==> src/rtl/etmt_pkg.sv <==
// Package for the event timer table: payload structs, codes and constants.
// Used by every module of the block; no dependencies.
package etmt_pkg;

   localparam int NUM_TIMERS_DEF = 16;
   localparam logic [15:0] LAZY_WINDOW_RESET = 16'd300;

   typedef enum logic [2:0] {
      ACT_ADD    = 3'd0,
      ACT_DELETE = 3'd1,
      ACT_FIND   = 3'd2,
      ACT_EXPIRE = 3'd3,
      ACT_CANCEL = 3'd4
   } action_type;

   localparam logic [2:0] KIND_ACK       = 3'd0;
   localparam logic [2:0] KIND_FIND      = 3'd1;
   localparam logic [2:0] KIND_EXPIRED   = 3'd2;
   localparam logic [2:0] KIND_CANCELLED = 3'd3;
   localparam logic [2:0] KIND_DONE      = 3'd4;

   typedef struct packed {
      logic [2:0]  action;
      logic [3:0]  timer_id;
      logic [30:0] delay_ms;
      logic        is_cancelable;
      logic [31:0] now_ms;
   } req_type;

   typedef struct packed {
      logic [2:0]  kind;
      logic [3:0]  event_id;
      logic [30:0] remaining_ms;
      logic        none_armed;
      logic        last;
   } rsp_type;

   // true when a lies strictly before b on the wrapping clock
   function automatic logic earlier(input logic [31:0] a, input logic [31:0] b);
      logic [31:0] d;
      d = a - b;
      return d[31];
   endfunction

endpackage

==> src/rtl/etmt_deadline_ram.sv <==
// Deadline store: one write port, one read port, registered read data.
// Depends on etmt_pkg only for the default of NUM_TIMERS.
module etmt_deadline_ram #(
   parameter int NUM_TIMERS = etmt_pkg::NUM_TIMERS_DEF,
   localparam int AW = (NUM_TIMERS > 1) ? $clog2(NUM_TIMERS) : 1
) (
   input  logic          clock,
   input  logic          wr_en,
   input  logic [AW-1:0] wr_addr,
   input  logic [31:0]   wr_data,
   input  logic [AW-1:0] rd_addr,
   output logic [31:0]   rd_data
);
   logic [31:0] mem [NUM_TIMERS];
   always_ff @(posedge clock) begin
      if (wr_en) begin
         mem[wr_addr] <= wr_data;
      end
      rd_data <= mem[rd_addr];
   end
endmodule

==> src/rtl/event_timer_min_table.sv <==
// Event timer table: NUM_TIMERS slots of wrapping 32-bit deadlines held in a
// one-port-read synchronous RAM. Add reads the old deadline of its slot and
// then writes it; delete and unknown codes go straight to the result; find
// scans all slots, one RAM read a cycle; expire and cancel rescan after each
// emitted timer. A stalled result holds the block in its emit state. One item
// is in work at a time and the next transfer is taken in the cycle after the
// final result is loaded; the result register lets that happen while the
// result waits. Ties between equal deadlines go to the lowest slot.
module event_timer_min_table #(
   parameter int NUM_TIMERS = etmt_pkg::NUM_TIMERS_DEF,
   localparam int AW = (NUM_TIMERS > 1) ? $clog2(NUM_TIMERS) : 1
) (
   input  logic             clock,
   input  logic             reset,
   input  logic             req_valid,
   output logic             req_stall,
   input  etmt_pkg::req_type req_data,
   output logic             rsp_valid,
   input  logic             rsp_stall,
   output etmt_pkg::rsp_type rsp_data,
   input  logic             csr_wr_en,
   input  logic [15:0]      csr_wr_data
);
   typedef enum logic [6:0] {
      ST_IDLE  = 7'b0000001,
      ST_RD    = 7'b0000010,
      ST_ADDWR = 7'b0000100,
      ST_SCAN  = 7'b0001000,
      ST_DEC   = 7'b0010000,
      ST_EMIT  = 7'b0100000,
      ST_WAIT  = 7'b1000000
   } state_type;

   localparam logic [AW:0] SCAN_END = (AW+1)'(NUM_TIMERS);

   state_type             state_ff, state_in;
   etmt_pkg::req_type     req_ff, req_in;
   logic [15:0]           lazy_ff, lazy_in;
   logic [NUM_TIMERS-1:0] armed_ff, armed_in, cok_ff, cok_in;
   logic [AW:0]           ptr_ff, ptr_in;     // address issued
   logic                  rdv_ff, rdv_in;     // read data valid this cycle
   logic [AW-1:0]         rda_ff, rda_in;     // address of data now on rd_data
   logic                  found_ff, found_in;
   logic [AW-1:0]         best_ff, best_in;
   logic [31:0]           bestdl_ff, bestdl_in;
   logic                  ovalid_ff, ovalid_in;
   etmt_pkg::rsp_type     out_ff, out_in;
   etmt_pkg::rsp_type     res_ff, res_in;     // result staged until the output frees
   logic                  wr_en;
   logic [AW-1:0]         wr_addr, rd_addr;
   logic [31:0]           wr_data, rd_data;
   logic                  id_ok;
   logic [31:0]           key, dk, mag, dn;
   logic                  out_free;

   etmt_deadline_ram #(.NUM_TIMERS(NUM_TIMERS)) u_ram (
      .clock(clock), .wr_en(wr_en), .wr_addr(wr_addr), .wr_data(wr_data),
      .rd_addr(rd_addr), .rd_data(rd_data)
   );

   assign out_free  = !ovalid_ff || !rsp_stall;
   assign req_stall = (state_ff != ST_IDLE);
   assign rsp_valid = ovalid_ff;
   assign rsp_data  = out_ff;
   assign id_ok     = ({28'd0, req_ff.timer_id} < 32'(NUM_TIMERS));
   assign key       = req_ff.now_ms + {1'b0, req_ff.delay_ms};
   assign dk        = key - rd_data;
   assign mag       = dk[31] ? (32'd0 - dk) : dk;
   assign dn        = bestdl_ff - req_ff.now_ms;
   assign wr_addr   = req_ff.timer_id[AW-1:0];
   assign wr_data   = key;

   always_comb begin
      state_in = state_ff; req_in = req_ff; lazy_in = lazy_ff;
      armed_in = armed_ff; cok_in = cok_ff; ptr_in = ptr_ff;
      rdv_in = 1'b0; rda_in = rda_ff; found_in = found_ff;
      best_in = best_ff; bestdl_in = bestdl_ff;
      ovalid_in = ovalid_ff && rsp_stall; out_in = out_ff; res_in = res_ff;
      wr_en = 1'b0;
      rd_addr = ptr_ff[AW-1:0];
      if (csr_wr_en) lazy_in = csr_wr_data;
      unique case (state_ff)
         ST_IDLE: begin
            if (req_valid) begin
               req_in = req_data;
               ptr_in = '0;
               found_in = 1'b0;
               state_in = ST_RD;
            end
         end
         ST_RD: begin
            unique case (req_ff.action) inside
               etmt_pkg::ACT_ADD: begin
                  rd_addr = req_ff.timer_id[AW-1:0];
                  state_in = ST_ADDWR;
               end
               etmt_pkg::ACT_FIND, etmt_pkg::ACT_EXPIRE, etmt_pkg::ACT_CANCEL: begin
                  ptr_in = '0; found_in = 1'b0;
                  state_in = ST_SCAN;
               end
               default: begin
                  if (req_ff.action == etmt_pkg::ACT_DELETE && id_ok)
                     armed_in[req_ff.timer_id[AW-1:0]] = 1'b0;
                  res_in = '{kind: etmt_pkg::KIND_ACK, event_id: '0,
                             remaining_ms: '0, none_armed: 1'b0, last: 1'b1};
                  state_in = ST_EMIT;
               end
            endcase
         end
         ST_ADDWR: begin
            if (id_ok) begin
               // lazy keep: armed and |new-old| below window (-2^31 never kept)
               if (!(armed_ff[wr_addr] && !(dk == 32'h8000_0000)
                     && mag < {16'd0, lazy_ff}))
                  wr_en = 1'b1;
               armed_in[wr_addr] = 1'b1;
               cok_in[wr_addr] = req_ff.is_cancelable;
            end
            res_in = '{kind: etmt_pkg::KIND_ACK, event_id: '0,
                       remaining_ms: '0, none_armed: 1'b0, last: 1'b1};
            state_in = ST_EMIT;
         end
         ST_SCAN: begin
            if (ptr_ff != SCAN_END) begin
               rdv_in = 1'b1;
               rda_in = ptr_ff[AW-1:0];
               ptr_in = ptr_ff + 1'b1;
            end
            if (rdv_ff && armed_ff[rda_ff]
                && (!found_ff || etmt_pkg::earlier(rd_data, bestdl_ff))) begin
               found_in = 1'b1; best_in = rda_ff; bestdl_in = rd_data;
            end
            if (ptr_ff == SCAN_END && !rdv_ff) state_in = ST_DEC;
         end
         ST_DEC: begin
            res_in = '{kind: etmt_pkg::KIND_DONE, event_id: '0,
                       remaining_ms: '0, none_armed: 1'b0, last: 1'b1};
            state_in = ST_EMIT;
            if (req_ff.action == etmt_pkg::ACT_FIND) begin
               res_in.kind = etmt_pkg::KIND_FIND;
               res_in.none_armed = !found_ff;
               res_in.remaining_ms = (found_ff && !dn[31]) ? dn[30:0] : '0;
            end else if (found_ff &&
                  ((req_ff.action == etmt_pkg::ACT_EXPIRE && (dn == 32'd0 || dn[31]))
                || (req_ff.action == etmt_pkg::ACT_CANCEL && cok_ff[best_ff]))) begin
               armed_in[best_ff] = 1'b0;
               res_in.kind = (req_ff.action == etmt_pkg::ACT_EXPIRE)
                             ? etmt_pkg::KIND_EXPIRED : etmt_pkg::KIND_CANCELLED;
               res_in.event_id = 4'(best_ff);
               res_in.last = 1'b0;
            end
         end
         ST_EMIT: begin
            if (out_free) begin
               ovalid_in = 1'b1;
               out_in = res_ff;
               ptr_in = '0; found_in = 1'b0;
               state_in = res_ff.last ? ST_IDLE : ST_WAIT;
            end
         end
         ST_WAIT: state_in = ST_SCAN;
         default: state_in = ST_IDLE;
      endcase
   end

   always_ff @(posedge clock) begin
      if (reset) begin
         state_ff <= ST_IDLE; lazy_ff <= etmt_pkg::LAZY_WINDOW_RESET;
         armed_ff <= '0; cok_ff <= '0; ovalid_ff <= 1'b0; rdv_ff <= 1'b0;
         ptr_ff <= '0; found_ff <= 1'b0;
      end else begin
         state_ff <= state_in; lazy_ff <= lazy_in;
         armed_ff <= armed_in; cok_ff <= cok_in; ovalid_ff <= ovalid_in;
         rdv_ff <= rdv_in; ptr_ff <= ptr_in; found_ff <= found_in;
      end
      req_ff <= req_in; rda_ff <= rda_in; best_ff <= best_in;
      bestdl_ff <= bestdl_in; out_ff <= out_in; res_ff <= res_in;
   end

`ifndef NO_ASSERTIONS
   a_busy_stall: assert property (@(posedge clock) disable iff (reset)
      state_ff != ST_IDLE |-> req_stall) else $error("accepted while busy");
   a_onehot: assert property (@(posedge clock) disable iff (reset)
      $onehot(state_ff)) else $error("state not one-hot");
   a_rsp_hold: assert property (@(posedge clock) disable iff (reset)
      rsp_valid && rsp_stall |=> rsp_valid && $stable(rsp_data))
      else $error("stalled result changed");
`endif
endmodule
==> config.mk <==
export PLATFORM = sky130hd
export DESIGN_NAME = event_timer_min_table
export DESIGN_NICKNAME = d
export VERILOG_FILES = /design/src/rtl/etmt_pkg.sv /design/src/rtl/etmt_deadline_ram.sv /design/src/rtl/event_timer_min_table.sv
export SDC_FILE = /design/constraint.sdc
export NUM_CORES = 1
export LEC_CHECK = 0
export ABC_AREA = 1
export BUFFER_PORTS_ARGS = -buffer_cell sky130_fd_sc_hd__buf_4
export CORE_ASPECT_RATIO = 1.4
export CORE_MARGIN = 4
export CORE_UTILIZATION = 54
export CTS_BUF_LIST = sky130_fd_sc_hd__clkbuf_2 sky130_fd_sc_hd__clkbuf_4 sky130_fd_sc_hd__clkbuf_8
export DETAILED_ROUTE_END_ITERATION = 10
export GPL_ROUTABILITY_DRIVEN = 0
export PLACE_DENSITY = 0.72
export SLEW_MARGIN = 20
export SYNTH_ARGS = -nofsm -noshare
export SYNTH_HDL_FRONTEND = slang
export SYNTH_HIERARCHICAL = 1
export SYNTH_SLANG_ARGS = --single-unit
==> constraint.sdc <==
create_clock -name clock -period 6.7 [get_ports clock]
set_input_delay 0.67 -clock clock [delete_from_list [all_inputs] [get_ports clock]]
set_output_delay 0.67 -clock clock [all_outputs]
set_load 0.02 [all_outputs]
# Word level (Yosys, flattened, before mapping)
# Memories as Yosys holds them, arrays and structs flattened. A register that Yosys moved wholly into a read port is not among the register bits.
# Index checks and enable logic that the tools add are counted.
# totals
in_bits	92
ramBits	512
elab_cells	161
mem_count	1
regBits	254
# op_classes
n_reduce_logical	39
addsub	6
eq_ne	25
order_cmp	6
n_mux	52
n_bitwise	6
# mem_list
name	depth	width	rd	rd_clocked_by_memory_dff	wr	line_no	source
u_ram.mem	16	32	1	1	1	etmt_deadline_ram.sv:14	logic [31:0] mem [NUM_TIMERS];
# ops
cell	count
40-bit case mux with 3 select lines	1
32-bit subtractor	3
16-bit 2-to-1 mux	4
32-bit 2-to-1 mux	2
16-bit case mux with 3 select lines	1
7-bit case mux with 6 select lines	1
40-bit 2-to-1 mux	1
7-bit 2-to-1 mux	5
32-bit by 31-bit adder with 32-bit output	1
16-bit AND	2
32-bit == test (second input constant)	1
32-bit zero test	1
32-bit by 16-bit < comparator with 1-bit output	1
16-bit inverter	2
1-bit by 32-bit subtractor with 32-bit output (first input constant)	1
31-bit 2-to-1 mux	1
5-bit 2-to-1 mux	4
2-bit inequality test (second input constant)	10
5-bit case mux with 4 select lines	1
1-bit 2-to-1 mux	19
16-bit bitwise mux	1
16-bit OR	1
4-bit by 5-bit < comparator with 1-bit output (second input constant)	3
5-bit AND reduction	3
33 further kinds	64

# Logic depth before layout (Yosys ltp)
# logic_depth
ltp_word	10
mapped_depth	42

# Modules after synthesis
# The synthesis kept the hierarchy.
# by_module_without_submodules
module	instances	area_each_um2	cells_each
etmt_deadline_ram	1	22731.8	2122
event_timer_min_table	1	18529.0	2566

# Least setup slack after synthesis
# Ideal clock, no wire load.
# synth_path
kind	register -> register
from	register req_ff[0] in the netlist's numbering
to	memory u_ram.mem[11][0], enable pin
synth_period_minus_slack_ps	7199
slack_ps	-499
arrival_ps	6778
setup_ps	421
stages_incl_launch_ff	40
required_ps	6279
cell_sequence	edfxtp_1 ha_1 fa_1 nand3_1 nand2_1 a21oi_1 o21ai_0 a21oi_1 o21ai_0 xor2_1 ha_1 nand2_1 inv_2 nand2_1 inv_1 nand2_1 nand2_1 nand2_1 [... 4 more ...] nand2_1 buf_4 nor2_1 xor2_1 inv_1 ha_1 nand2_1 o21ai_0 a21oi_1 o221ai_1 nand2_1 nand3_1 nor2_1 nand3_1 nor2_1 nor2_1 nand3_1 nor2_1
# synth_via
elab_chain_len	10
# synth_rtl
element	line_no	source
start: declaration	event_timer_min_table.sv:37	etmt_pkg::req_type req_ff, req_in;
start signal: assignment	event_timer_min_table.sv:176	req_ff <= req_in; rda_ff <= rda_in; best_ff <= best_in;
32-bit by 31-bit adder with 32-bit output *	event_timer_min_table.sv:66	assign key = req_ff.now_ms + {1'b0, req_ff.delay_ms};
named net key[12]	event_timer_min_table.sv:53	logic [31:0] key, dk, mag, dn;
32-bit subtractor *	event_timer_min_table.sv:67	assign dk = key - rd_data;
1-bit by 32-bit subtractor with 32-bit output / 32-bit == test (equally long branches)	event_timer_min_table.sv:68, event_timer_min_table.sv:113	
32-bit 2-to-1 mux / 1-bit zero test (equally long branches)	event_timer_min_table.sv:68, event_timer_min_table.sv:113	
32-bit by 16-bit < comparator with 1-bit output / 1-bit logical AND (equally long branches)	event_timer_min_table.sv:114, event_timer_min_table.sv:113	
1-bit logical AND *	event_timer_min_table.sv:114	&& mag < {16'd0, lazy_ff}))
1-bit 2-to-1 mux *	event_timer_min_table.sv:113	if (!(armed_ff[wr_addr] && !(dk == 32'h8000_0000)
1-bit 2-to-1 mux *	event_timer_min_table.sv:82	unique case (state_ff)
named net wr_en	event_timer_min_table.sv:49	logic wr_en;
1-bit 2-to-1 mux *	etmt_deadline_ram.sv:16	if (wr_en) begin
1-bit 2-to-1 mux (implied by the code) *	etmt_deadline_ram.sv:17	mem[wr_addr] <= wr_data;
end: declaration	etmt_deadline_ram.sv:14	
# Mark *: on every way through the listed nets, which the timed path passes. The rest lies on a longest branch.

# Worst setup path after layout
# layout_path
from	register req_ff[2] in the netlist's numbering
to	memory u_ram.mem[15][14], enable pin
# Same word-level chain as after synthesis.

==> results.tsv <==
stage	metric	value	unit
power_and_ir_drop	power	13.1	mW
placement	placedCellCount	5770	
cts	cts_buffers	115	
worst_setup_path	critPathKind	reg2reg	
layout	stdcell_count	6003	
global_route	antenna_found_initial	1	
timing	finalHoldViolCount	0	
placement	portBuffers	133	
routing	vias	32400	
floorplanning	start_util	54.7	%
layout	final_cell_mix	nand2_1 (1358), inv_1 (857), edfxtp_1 (703), nand3_1 (554), nor2_1 (287)	
worst_setup_path	rr_worst_depth	44	
outcome	outcome	completed	
layout	final_common_cell	nand2_1	
cts	holdBufCountCts	0	
synthesis	ys_types	62	
global_route	gr-usage-met3	3.97	%
worst_setup_path	cp.arrival	6.98	ns
cts	cts_tree	yes	
worst_setup_path	critPathLaunchType	register	
layout	final_area	0.0469	mm^2
timing	fmax	0.155	GHz
worst_setup_path	critPathTopFamily	simple AND/OR/NAND/NOR gates	
worst_setup_path	cp.depth	44	
routing	drtPass1Iterations	6	
global_route	grt_use_met2	47.7	%
floorplanning	die_area	0.0810	mm^2
routing	vias_per_cell	5.40	
layout	nets	5171	
cts	cts-root-buf	clkbuf_8	
worst_setup_path	cp_max_fo	6	
synthesis	yosysSeqAreaShare	55.8	%
synthesis	yosys.area_share.simple	24.4	%
cts	clk_latency	0.79	ns
routing	routedWlPerCell	18.6	um
synthesis	yosysWarnings	6	
synthesis	synth-xor-area-share	1.08	%
synthesis	async_reset_ff_share	0	%
floorplanning	die_w	242	um
routing	drc	0	
synthesis	syn_area_per_cell	8.80	um^2
cts	cts_max_level	3	
global_route	grt_pass1_vias	31200	
cts	numClockSinks	798	
global_route	grt_pass1_wl	171000	um
timing	drv_slew	0	
synthesis	synth_fp_nets	4924	
floorplanning	rows	119	
floorplanning	pin_count	134	
power_and_ir_drop	share_seq_of_total_power	44.1	%
flow_run	max_cap_viol_count	0	
power_and_ir_drop	comb_power_share	23.8	%
power_and_ir_drop	power_switching	4.16	mW
layout	area.growth.synth_to_final	13.6	%
routing	drt_iter0_drc	2512	
synthesis	synth_area	0.0413	mm^2
worst_setup_path	critPathRequiredTime	7.23	ns
synthesis	synth-edff-count	703	
power_and_ir_drop	p_clk_share	32.1	%
global_route	overflow	0	
worst_setup_path	max_stage_delay	0.44	ns
synthesis	synth_top_family_by_area	simple AND/OR/NAND/NOR gates	
power_and_ir_drop	p_int	8.98	mW
placement	placed_cell_area	0.0439	mm^2
global_route	grt_max_degree	183	
timing	relSlewSlack	27.0	%
synthesis	synth_compound_area_share	4.32	%
layout	layout-drive-gt1-share	11.8	%
synthesis	synthMuxAreaShare	0	%
min_path	min_path_type	in2reg	
global_route	use_met1	31.1	%
timing	timing.hold.ws	0.0594	ns
placement	hpwlAfterDp	77400	um
synthesis	synth_flop_cell	edfxtp_1	
timing	skew	0.0436	ns
min_path	hold_depth	1	
worst_setup_path	critPathSlowestCell	edfxtp_1	
routing	totalWireLength	112000	um
global_route	grt_busiest_layer	met2	
routing	final_antenna_net_count	0	
worst_setup_path	cp_num_buf_inv	9	
timing	worstMarginPinSlew	1.09	ns
worst_setup_path	cp-end-kind	register	
power_and_ir_drop	p_leak	21.2	nW
timing	period_share	96.3	%
global_route	grt_usage	26.9	%
power_and_ir_drop	cellPowerDensity	280	mW/mm^2
synthesis	synthCells	4688	
floorplanning	fp.dieH	335	um
power_and_ir_drop	swShare	31.7	%
synthesis	synth_fa_ha_area_share	4.42	%
synthesis	yosys_register_bits	798	
timing	fin_crit	6.45	ns
timing	finalSetupViolations	0	
cts	clk_pin_slew	0.08	ns
power_and_ir_drop	ir_drop	0.000159	V
floorplanning	core_area	0.0755	mm^2
cts	ctsLongestPathBuffers	3	
layout	final_util	62.1	%
worst_setup_path	r2r_setup_slack	0.25	ns
## final timing paths
path / from / endpoint
max: req_ff[2] / u_ram/mem[15][14]
min: req_data[0] / req_ff[0]
min reg2reg: res_ff[32] / rsp_data[32]
max reg2reg: req_ff[2] / u_ram/mem[15][14]
## sequential cells by signal, indices dropped and copies added, names as in the netlist
| signal | count |
|---|---|
| state_ff | 7 |
| rda_ff | 4 |
| rsp_data | 40 |
| best_ff | 4 |
| lazy_ff | 16 |
| req_ff | 67 |
| rdv_ff | 1 |
| res_ff | 40 |
| ptr_ff | 5 |
| bestdl_ff | 32 |
| cok_ff | 16 |
| u_ram/mem | 512 |
| rsp_valid | 1 |
| armed_ff | 16 |
| wr_addr | 4 |
| found_ff | 1 |
| u_ram/rd_data | 32 |
## routing by layer
metal | vias to the layer above | routed length (um)
li1 | 15700 | -
met1 | 15000 | 41000
met2 | 1386 | 55800
met3 | 338 | 8060
met4 | 0 | 6960
met5 | - | 0
## stage by stage
stage               TNS (ns)  worst slack [ns]
floorplan            -190.32            -0.499
global placement           0            0.0915
detailed placement    -12.76           -0.0889
CTS                        0            0.0267
global route          -0.670           -0.0353
finish                     0             0.248
## synthesized netlist by cell type, types with 3 or more instances
cell type | instances | share of area, %
inv_1 | 859 | 7.8
nor4_1 | 7 | 0.11
buf_2 | 45 | 0.55
a22oi_1 | 15 | 0.27
a21o_1 | 5 | 0.091
o21ai_0 | 80 | 0.97
nor3_1 | 26 | 0.32
o21ai_1 | 5 | 0.061
buf_4 | 9 | 0.16
o31ai_1 | 3 | 0.055
o211ai_1 | 9 | 0.16
xor2_1 | 35 | 0.74
buf_6 | 31 | 0.85
nand2_1 | 1363 | 12
nor2_1 | 307 | 2.8
o221ai_1 | 7 | 0.15
dfxtp_1 | 95 | 4.6
inv_2 | 14 | 0.13
nor2_2 | 13 | 0.20
clkbuf_1 | 30 | 0.27
nand3_2 | 4 | 0.097
edfxtp_1 | 703 | 51
buf_1 | 17 | 0.15
o21bai_1 | 8 | 0.15
ha_1 | 141 | 4.3
nand2_2 | 24 | 0.36
nand4_1 | 36 | 0.55
fa_1 | 3 | 0.15
a31oi_1 | 9 | 0.14
xnor2_1 | 16 | 0.34
a211oi_1 | 4 | 0.073
nand3b_1 | 14 | 0.25
nor3b_1 | 3 | 0.055
a21oi_1 | 152 | 1.8
nand3_1 | 558 | 6.8
nor3_2 | 3 | 0.073
## kinds of logic (layout without fill, tap and decap cells)
kind of cell / Yosys count / count (layout)
and+or+nand+nor: 2375 / 2375
other: 0 / 1
buffers and inverters: 1008 / 1354
DFF: 798 / 798
adders and majority gates: 144 / 144
AOI/OAI and AO/OA: 312 / 312
xor gates and xnor gates: 51 / 51
## cell type report
cell class | count | area [um^2]
repair buffers | 263 | 2310
inverters | 875 | 3290
well taps | 968 | 1210
diodes | 1 | 2.50
clock buffers | 140 | 1780
fillers | 6265 | 28600
clock inverters | 76 | 739
flip-flops and latches | 798 | 23000
multi-input cells | 2882 | 14500
## what timing repair did
item	in CTS	in global routing
pin swaps	0	26
gates cloned	0	3
buffers inserted	0	12
endpoints found under the setup margin	496	512
resized for setup	6	48
hold endpoints to repair	0	0
## power by group through the flow
stage | clock, mW | combinational (mW) | sequential (mW)
3_5_place_dp | 0 | 2.93 | 5.90
4_1_cts | 4.29 | 2.95 | 5.79
3_3_place_gp | 0 | 2.88 | 5.90
5_1_grt | 4.52 | 3.43 | 5.79
2_1_floorplan | 0 | 1.86 | 5.89
6_report | 4.21 | 3.13 | 5.79
Note: power is estimated with default switching activity, not from simulation.
